<file path="src/design/sls_pkg.sv">
// ----------------------------------------------------------------------------
// Scaling lambda schedule package
// Shared codes, command and status types, and fixed-point constants.
// ----------------------------------------------------------------------------
package sls_pkg;

	// Configuration register indexes.
	localparam logic [2:0] REG_START  = 3'd0;
	localparam logic [2:0] REG_EQUIL  = 3'd1;
	localparam logic [2:0] REG_SWITCH = 3'd2;
	localparam logic [2:0] REG_LINIT  = 3'd3;
	localparam logic [2:0] REG_LFINAL = 3'd4;
	localparam logic [2:0] REG_MODE   = 3'd5;
	localparam logic [2:0] NUM_REGS   = 3'd6;

	// Switching modes.
	localparam logic [1:0] MODE_LIN   = 2'd0;
	localparam logic [1:0] MODE_RECIP = 2'd1;
	localparam logic [1:0] MODE_RLOG  = 2'd2;
	localparam logic [1:0] MODE_SPARE = 2'd3;

	// Fixed-point constants.
	localparam logic [32:0] ONE_Q32    = 33'h1_0000_0000;
	localparam logic [31:0] LN2_Q32    = 32'd2977044472;
	localparam logic [30:0] LAMBDA_MAX = 31'h7FFF_FFFF;
	localparam logic [62:0] MAG_MAX    = 63'h7FFF_FFFF_FFFF_FFFF;
	localparam logic [30:0] LAMBDA_RST = 31'd65536;

	// Datapath operation codes issued by the controller.
	localparam logic [5:0] OP_NONE      = 6'd0;
	localparam logic [5:0] OP_TICK      = 6'd1;
	localparam logic [5:0] OP_RELOAD    = 6'd2;
	localparam logic [5:0] OP_DIV_U     = 6'd3;
	localparam logic [5:0] OP_WR_U      = 6'd4;
	localparam logic [5:0] OP_MUL_STEP  = 6'd5;
	localparam logic [5:0] OP_WR_STEP   = 6'd6;
	localparam logic [5:0] OP_DIV_LMAG  = 6'd7;
	localparam logic [5:0] OP_WR_MAG    = 6'd8;
	localparam logic [5:0] OP_LOG       = 6'd9;
	localparam logic [5:0] OP_WR_F_LOG  = 6'd10;
	localparam logic [5:0] OP_WR_F_U    = 6'd11;
	localparam logic [5:0] OP_MUL_D1    = 6'd12;
	localparam logic [5:0] OP_WR_D1     = 6'd13;
	localparam logic [5:0] OP_MUL_D2    = 6'd14;
	localparam logic [5:0] OP_WR_D2     = 6'd15;
	localparam logic [5:0] OP_MUL_PP    = 6'd16;
	localparam logic [5:0] OP_WR_PP     = 6'd17;
	localparam logic [5:0] OP_DIV_LAM   = 6'd18;
	localparam logic [5:0] OP_WR_LAM    = 6'd19;
	localparam logic [5:0] OP_MUL_SQ    = 6'd20;
	localparam logic [5:0] OP_WR_SQ     = 6'd21;
	localparam logic [5:0] OP_MUL_SQD   = 6'd22;
	localparam logic [5:0] OP_DIV_A     = 6'd23;
	localparam logic [5:0] OP_DIV_S     = 6'd24;
	localparam logic [5:0] OP_MUL_M     = 6'd25;
	localparam logic [5:0] OP_WR_M      = 6'd26;
	localparam logic [5:0] OP_DIV_M     = 6'd27;
	localparam logic [5:0] OP_SAT_MAG   = 6'd28;
	localparam logic [5:0] OP_ZERO      = 6'd29;
	localparam logic [5:0] OP_FIN       = 6'd30;
	localparam logic [5:0] OP_FMUL      = 6'd31;
	localparam logic [5:0] OP_OUT_TICK  = 6'd32;
	localparam logic [5:0] OP_OUT_FORCE = 6'd33;

	// Controller to datapath.
	typedef struct packed {
		logic [5:0] op;
		logic       cap_in;
		logic       cap_cfg;
	} sls_cmd_t;

	// Datapath to controller.
	typedef struct packed {
		logic mul_busy;
		logic div_busy;
		logic log_busy;
		logic fwd;
		logic rev;
		logic lin;
		logic logm;
		logic zero_end;
		logic q_big;
	} sls_stat_t;

endpackage

</file>
<file path="src/design/sls_ctrl.sv">
// ----------------------------------------------------------------------------
// Scaling lambda schedule controller
// State machine that accepts items and configuration writes and steps the
// datapath through the schedule update and force scaling sequences.
// ----------------------------------------------------------------------------
module sls_ctrl import sls_pkg::*; (
	input  logic      clk,
	input  logic      arst_n,
	input  logic      s_tvalid,
	output logic      s_tready,
	input  logic      s_tuser,
	output logic      m_tvalid,
	input  logic      m_tready,
	input  logic      cfg_valid,
	output logic      cfg_ready,
	input  logic [2:0] cfg_index,
	input  sls_stat_t stat,
	output sls_cmd_t  cmd
);

	localparam logic [5:0] S_IDLE  = 6'd0;
	localparam logic [5:0] S_RLD   = 6'd1;
	localparam logic [5:0] S_TICK  = 6'd2;
	localparam logic [5:0] S_DU    = 6'd3;
	localparam logic [5:0] S_DU_W  = 6'd4;
	localparam logic [5:0] S_LM    = 6'd5;
	localparam logic [5:0] S_LM_W  = 6'd6;
	localparam logic [5:0] S_LD    = 6'd7;
	localparam logic [5:0] S_LD_W  = 6'd8;
	localparam logic [5:0] S_ZERO  = 6'd9;
	localparam logic [5:0] S_LG    = 6'd10;
	localparam logic [5:0] S_LG_W  = 6'd11;
	localparam logic [5:0] S_FU    = 6'd12;
	localparam logic [5:0] S_D1    = 6'd13;
	localparam logic [5:0] S_D1_W  = 6'd14;
	localparam logic [5:0] S_D2    = 6'd15;
	localparam logic [5:0] S_D2_W  = 6'd16;
	localparam logic [5:0] S_PP    = 6'd17;
	localparam logic [5:0] S_PP_W  = 6'd18;
	localparam logic [5:0] S_DL    = 6'd19;
	localparam logic [5:0] S_DL_W  = 6'd20;
	localparam logic [5:0] S_SQ    = 6'd21;
	localparam logic [5:0] S_SQ_W  = 6'd22;
	localparam logic [5:0] S_SQD   = 6'd23;
	localparam logic [5:0] S_SQD_W = 6'd24;
	localparam logic [5:0] S_DA    = 6'd25;
	localparam logic [5:0] S_DA_W  = 6'd26;
	localparam logic [5:0] S_DS    = 6'd27;
	localparam logic [5:0] S_DS_W  = 6'd28;
	localparam logic [5:0] S_MM    = 6'd29;
	localparam logic [5:0] S_MM_W  = 6'd30;
	localparam logic [5:0] S_SATM  = 6'd31;
	localparam logic [5:0] S_DM    = 6'd32;
	localparam logic [5:0] S_DM_W  = 6'd33;
	localparam logic [5:0] S_FIN   = 6'd34;
	localparam logic [5:0] S_OUT   = 6'd35;
	localparam logic [5:0] S_FMUL  = 6'd36;
	localparam logic [5:0] S_FOUT  = 6'd37;

	logic [5:0] state_q, state_d;
	logic       emit_q, emit_d;
	logic       valid_q;
	logic       out_free;
	logic       out_load;

	assign out_free = !valid_q || m_tready;

	// Next state and datapath command.
	always_comb begin
		state_d     = state_q;
		emit_d      = emit_q;
		cmd.op      = OP_NONE;
		cmd.cap_in  = 1'b0;
		cmd.cap_cfg = 1'b0;
		s_tready    = 1'b0;
		cfg_ready   = 1'b0;
		unique case (state_q)
			S_IDLE: begin
				cfg_ready = 1'b1;
				s_tready  = !cfg_valid;
				if (cfg_valid) begin
					cmd.cap_cfg = 1'b1;
					if (cfg_index < NUM_REGS) begin
						emit_d  = 1'b0;
						state_d = S_RLD;
					end
				end else if (s_tvalid) begin
					cmd.cap_in = 1'b1;
					state_d    = s_tuser ? S_FMUL : S_TICK;
				end
			end
			S_RLD: begin
				cmd.op  = OP_RELOAD;
				state_d = S_DU;
			end
			S_TICK: begin
				cmd.op = OP_TICK;
				if (stat.fwd || stat.rev) begin
					emit_d  = 1'b1;
					state_d = S_DU;
				end else begin
					state_d = S_OUT;
				end
			end
			S_DU: begin
				cmd.op  = OP_DIV_U;
				state_d = S_DU_W;
			end
			S_DU_W: begin
				if (!stat.div_busy) begin
					cmd.op = OP_WR_U;
					priority if (stat.lin) begin
						state_d = S_LM;
					end else if (stat.zero_end) begin
						state_d = S_ZERO;
					end else if (stat.logm) begin
						state_d = S_LG;
					end else begin
						state_d = S_FU;
					end
				end
			end
			S_LM: begin
				cmd.op  = OP_MUL_STEP;
				state_d = S_LM_W;
			end
			S_LM_W: begin
				if (!stat.mul_busy) begin
					cmd.op  = OP_WR_STEP;
					state_d = S_LD;
				end
			end
			S_LD: begin
				cmd.op  = OP_DIV_LMAG;
				state_d = S_LD_W;
			end
			S_LD_W: begin
				if (!stat.div_busy) begin
					cmd.op  = OP_WR_MAG;
					state_d = S_FIN;
				end
			end
			S_ZERO: begin
				cmd.op  = OP_ZERO;
				state_d = S_FIN;
			end
			S_LG: begin
				cmd.op  = OP_LOG;
				state_d = S_LG_W;
			end
			S_LG_W: begin
				if (!stat.log_busy) begin
					cmd.op  = OP_WR_F_LOG;
					state_d = S_D1;
				end
			end
			S_FU: begin
				cmd.op  = OP_WR_F_U;
				state_d = S_D1;
			end
			S_D1: begin
				cmd.op  = OP_MUL_D1;
				state_d = S_D1_W;
			end
			S_D1_W: begin
				if (!stat.mul_busy) begin
					cmd.op  = OP_WR_D1;
					state_d = S_D2;
				end
			end
			S_D2: begin
				cmd.op  = OP_MUL_D2;
				state_d = S_D2_W;
			end
			S_D2_W: begin
				if (!stat.mul_busy) begin
					cmd.op  = OP_WR_D2;
					state_d = S_PP;
				end
			end
			S_PP: begin
				cmd.op  = OP_MUL_PP;
				state_d = S_PP_W;
			end
			S_PP_W: begin
				if (!stat.mul_busy) begin
					cmd.op  = OP_WR_PP;
					state_d = S_DL;
				end
			end
			S_DL: begin
				cmd.op  = OP_DIV_LAM;
				state_d = S_DL_W;
			end
			S_DL_W: begin
				if (!stat.div_busy) begin
					cmd.op  = OP_WR_LAM;
					state_d = S_SQ;
				end
			end
			S_SQ: begin
				cmd.op  = OP_MUL_SQ;
				state_d = S_SQ_W;
			end
			S_SQ_W: begin
				if (!stat.mul_busy) begin
					cmd.op  = OP_WR_SQ;
					state_d = S_SQD;
				end
			end
			S_SQD: begin
				cmd.op  = OP_MUL_SQD;
				state_d = S_SQD_W;
			end
			S_SQD_W: begin
				if (!stat.mul_busy) begin
					state_d = S_DA;
				end
			end
			S_DA: begin
				cmd.op  = OP_DIV_A;
				state_d = S_DA_W;
			end
			S_DA_W: begin
				if (!stat.div_busy) begin
					state_d = S_DS;
				end
			end
			S_DS: begin
				cmd.op  = OP_DIV_S;
				state_d = S_DS_W;
			end
			S_DS_W: begin
				if (!stat.div_busy) begin
					if (stat.logm) begin
						state_d = S_MM;
					end else begin
						cmd.op  = OP_WR_MAG;
						state_d = S_FIN;
					end
				end
			end
			S_MM: begin
				cmd.op  = OP_MUL_M;
				state_d = S_MM_W;
			end
			S_MM_W: begin
				if (!stat.mul_busy) begin
					cmd.op  = OP_WR_M;
					state_d = stat.q_big ? S_SATM : S_DM;
				end
			end
			S_SATM: begin
				cmd.op  = OP_SAT_MAG;
				state_d = S_FIN;
			end
			S_DM: begin
				cmd.op  = OP_DIV_M;
				state_d = S_DM_W;
			end
			S_DM_W: begin
				if (!stat.div_busy) begin
					cmd.op  = OP_WR_MAG;
					state_d = S_FIN;
				end
			end
			S_FIN: begin
				cmd.op  = OP_FIN;
				state_d = emit_q ? S_OUT : S_IDLE;
			end
			S_OUT: begin
				if (out_free) begin
					cmd.op  = OP_OUT_TICK;
					state_d = S_IDLE;
				end
			end
			S_FMUL: begin
				cmd.op  = OP_FMUL;
				state_d = S_FOUT;
			end
			S_FOUT: begin
				if (out_free) begin
					cmd.op  = OP_OUT_FORCE;
					state_d = S_IDLE;
				end
			end
			default: begin
				state_d = S_IDLE;
			end
		endcase
	end

	assign out_load = (cmd.op == OP_OUT_TICK) || (cmd.op == OP_OUT_FORCE);

	// State, result flag and output valid.
	always_ff @(posedge clk or negedge arst_n) begin
		if (!arst_n) begin
			state_q <= S_IDLE;
			emit_q  <= 1'b0;
			valid_q <= 1'b0;
		end else begin
			state_q <= state_d;
			emit_q  <= emit_d;
			if (out_load) begin
				valid_q <= 1'b1;
			end else if (m_tready) begin
				valid_q <= 1'b0;
			end
		end
	end

	assign m_tvalid = valid_q;

endmodule
</file>
<file path="config.mk">
export PLATFORM = sky130hd
export DESIGN_NAME = sls_ctrl
export DESIGN_NICKNAME = d
export VERILOG_FILES = /design/src/design/sls_pkg.sv /design/src/design/sls_ctrl.sv
export SDC_FILE = /design/constraint.sdc
export NUM_CORES = 1
export LEC_CHECK = 0
export BUFFER_PORTS_ARGS = -buffer_cell sky130_fd_sc_hd__clkbuf_2
export CAP_MARGIN = 20
export CORE_MARGIN = 1.5
export CORE_UTILIZATION = 30
export CTS_BUF_LIST = sky130_fd_sc_hd__clkbuf_8
export CTS_CLUSTER_SIZE = 12
export DETAILED_ROUTE_END_ITERATION = 10
export GPL_ROUTABILITY_DRIVEN = 0
export GPL_TIMING_DRIVEN = 0
export PLACE_DENSITY = 0.5
export SLEW_MARGIN = 25
export SYNTH_ARGS = -nofsm -noshare
export SYNTH_HDL_FRONTEND = slang
export SYNTH_SLANG_ARGS = --single-unit
export TNS_END_PERCENT = 20
</file>
<file path="constraint.sdc">
create_clock -name clk -period 1.98 [get_ports clk]
set_input_delay 0.297 -clock clk [delete_from_list [all_inputs] [get_ports clk]]
set_output_delay 0.297 -clock clk [all_outputs]
set_load 0.02 [all_outputs]
</file>
==> results.md <==
- Reg-to-Reg Start: state_q[1]
- Nets: 295
- Commonest cells post-synth: 23 x nand2_1, 18 x o21ai_0, 14 x nor2_1, 12 x buf_2, 9 x nor2b_1
- PortBufs: 27
- Main area contributors after synthesis: dfrtp_1 13%, o21ai_0 5.7%, nand2_1 5.5%
- CP endpoint kind: output pin
- Critical path arrival: 2030 ps
- Synth area leader: dfrtp_1
- Count leader, synth: nand2_1
- Die span in y: 75.6 um
- DIE AREA: 5710 sq um
- CTS tree: built
- GRT overflow: 0
- Register area share after synthesis: 12.7%
- Setup crit start: state_q[0]
- Iter 0 DRT Violations: 207
- Clock sink count: 8
- Total Power: 3.79 mW
- Clock-pin slew on the worst setup and hold paths: 40 ps
- Seq cells post-synth: 8
- Async SR Flop Fraction: 100%
- Final min period: 2330 ps
- Lkg Pwr: 0.981 nW
- Core Region: 5070 sq um
- Critical Path RT: 1680 ps
- Vias in the first global route: 1,934
- Layout Utilization: 46.2%
- CP Cell Sequence: buf_6, buf_8, and3b_1, o21ai_2, a21oi_2, or4_4, buf_8
- Mean Syn Cell Area: 7.18 sq um
- Post-Synthesis Cells: 220
- Crit path capture: cmd[5]
- Share of post-route cells with drive strength above 1: 41.5%
- Reg-to-reg endpoint: state_q[3]
- Syn nets: 238
- Number of library cell types mapped by synthesis: 60
- Detailed Route WL: 6.53 mm
- Crit path kind: reg2out
- Final setup vio count: 13
- PwrDens: 1620 nW/um^2
- Syn Std Cell Area: 1580 sq um
- Crit-path most repeated cell: buf_8
- Status: finished, violations left
- Pre-Repair DR Iteration Count: 5
- Placed instance area: 1810 sq um
- GRT Overall Usage: 23.0%
- Global-route wire length before repair: 9.80 mm
- Worst r2r path cells: 9
- Antenna Diode Count: 0
- Worst reg2reg setup slack: -80 ps
- Worst slew pin tran: 490 ps
- Clock tree buffer depth: 2
- Die width: 75.6 um
- EDFF count, synth: 0
- Largest net degree at the start of global routing: 11
- TritonCTS buffer count: 3
- Slew Limit Fails: 0
- Startpoint Class: flip-flop
- Vias/cell: 6.12
- Critical Path Max Stage Delay: 520 ps
- Max_slew headroom: 66.9%
- Initial antenna violation count: 0
- Fin Clk Skew: 0.844 ps
- Worst-Skew Late Latency: 230 ps
- DP Wirelength: 4.29 mm
- Worst-path maximum fanout: 10
- Std cell rows: 26
- Final antenna-violating net count: 0
- Initial Utilization: 31.1%
- Fin area: 2340 sq um
- Worst hold path stage count: 3
- H-tree levels: 1
- Ports: 29
- Post-route DRC: 0
- Hold crit path type: in2reg
- Vias: 2,111
- Detailed-route wire length per cell: 18.9 um
- Maximum VDD drop: 0.422 mV
- Worst hold path startpoint: stat[5]
- Failing checks: negative setup slack
- Final period util: 118%
- Synth Flop Type: dfrtp_1
- Maxcap violations: 0
- Final WS setup: -352 ps
- Final Hold Fails: 0
- Achievable clock frequency: 0.429 GHz
- CTS root buffer: clkbuf_8
- Area growth from synthesis to final layout: 48.4%
- Dpl ws: -347 ps
- Top cell type's share of synthesized area: 12.7%
- CP max-delay cell: or4_4
- RSZ-0062 raised after global routing: true
- Synth warnings: 0
-- cell usage in the layout, fill, tap and decap left out, types with 3 or more instances in the layout --
master    synthesis  routed
clkbuf_2          0      22
o21ai_1           3       5
dfrtp_1           8       6
a32oi_1           3       3
nor4b_1           5       4
nand2_1          23      20
o21ai_0          18      13
nor3_1            6       6
nand3b_1          4       4
buf_6             4      11
nor3b_1           5       5
buf_8             0       7
nor2_1           14      12
nand2b_1          7       6
and3_1            4       3
nand2_2           0       3
inv_1             5       4
o211ai_1          5       5
nor2b_1           9       8
clkbuf_8          0       3
a21oi_1           8       6
nand3_1           7       7
a31oi_1           4       4
buf_4             6      26
nand4b_1          3       3
nand4_1           3       3
o21ai_2           0       3
buf_2            12       4
a211oi_1          3       3
mux2_4            2       3
and3b_1           5       4
-- report_power, final --
part | internal [mW] | leakage [nW] | switching (mW)
combinational | 1.55 | 0.861 | 1.74
clock | 0.132 | 0.0216 | 0.0627
sequential | 0.237 | 0.0987 | 0.0666
-- kinds of logic (layout without fill, tap and decap cells) --
kind of cell	after synthesis	count (layout)	share of synthesized area [%]
AND/OR/NAND/NOR	112	112	43.2
buffers and inverters	28	83	10.9
XOR/XNOR	2	2	1.11
multiplexers	5	5	3.88
AO/OA/AOI/OAI	65	65	28.2
flip-flops	8	8	12.7
-- per-layer routing --
| layer | vias up | wire length [um] | part of all wire (%) | global-route usage, % |
|---|---|---|---|---|
| li1 | 941 | - | - | - |
| met1 | 997 | 2580 | 40 | 29.3 |
| met2 | 137 | 3040 | 47 | 37.2 |
| met3 | 36 | 558 | 8.6 | 4.76 |
| met4 | 0 | 347 | 5.3 | 10.7 |
| met5 | - | 0 | 0 | 0 |
-- per-stage QoR --
stage                     cells  hold WS, ps  setup TNS [ps]
after global routing        345          423           -2720
after floorplan             220         1.41           -21.7
after CTS                   336          366           -1450
after detailed placement    317          150           -1530
final                       345          363           -1900
after global placement      317          150           -1930
-- state kept, by name (all words and copies together) (netlist names) --
name,count
emit_q,1
state_q,6
m_tvalid,1
-- layout make-up --
cell class | count | area [sq um]
multi-input cells | 184 | 1350
clock buffers | 3 | 41.3
flip-flops and latches | 8 | 203
repair buffers | 53 | 392
fillers | 532 | 2730
well taps | 70 | 87.6
plain buffers | 22 | 245
inverters | 5 | 22.5
-- timing repair --
action                     CTS  global route
setup buffers               15             8
gates resized for setup     57            26
pin swaps                   10             7
cloned                       0             2
hold buffers                 1             0
setup endpoints to repair   13            15
hold endpoints to repair     8             0
-- how the worst min path moves through the flow --
| stage | slack [ps] | to |
|---|---|---|
| final | 360 | emit_q |
| after global routing | 420 | emit_q |
| after CTS | 370 | emit_q |
| after detailed placement | 150 | emit_q |
| after global placement | 150 | emit_q |
| after floorplan | 1 | emit_q |
-- critical path, delay by kind of cell, from the launching register on --
kind            cells  cell delay [ps]
buf+inv             3              410
compound gates      2              280
flops               1              400
simple gates        2              710
No activity file was read; power rests on OpenSTA's default activity.
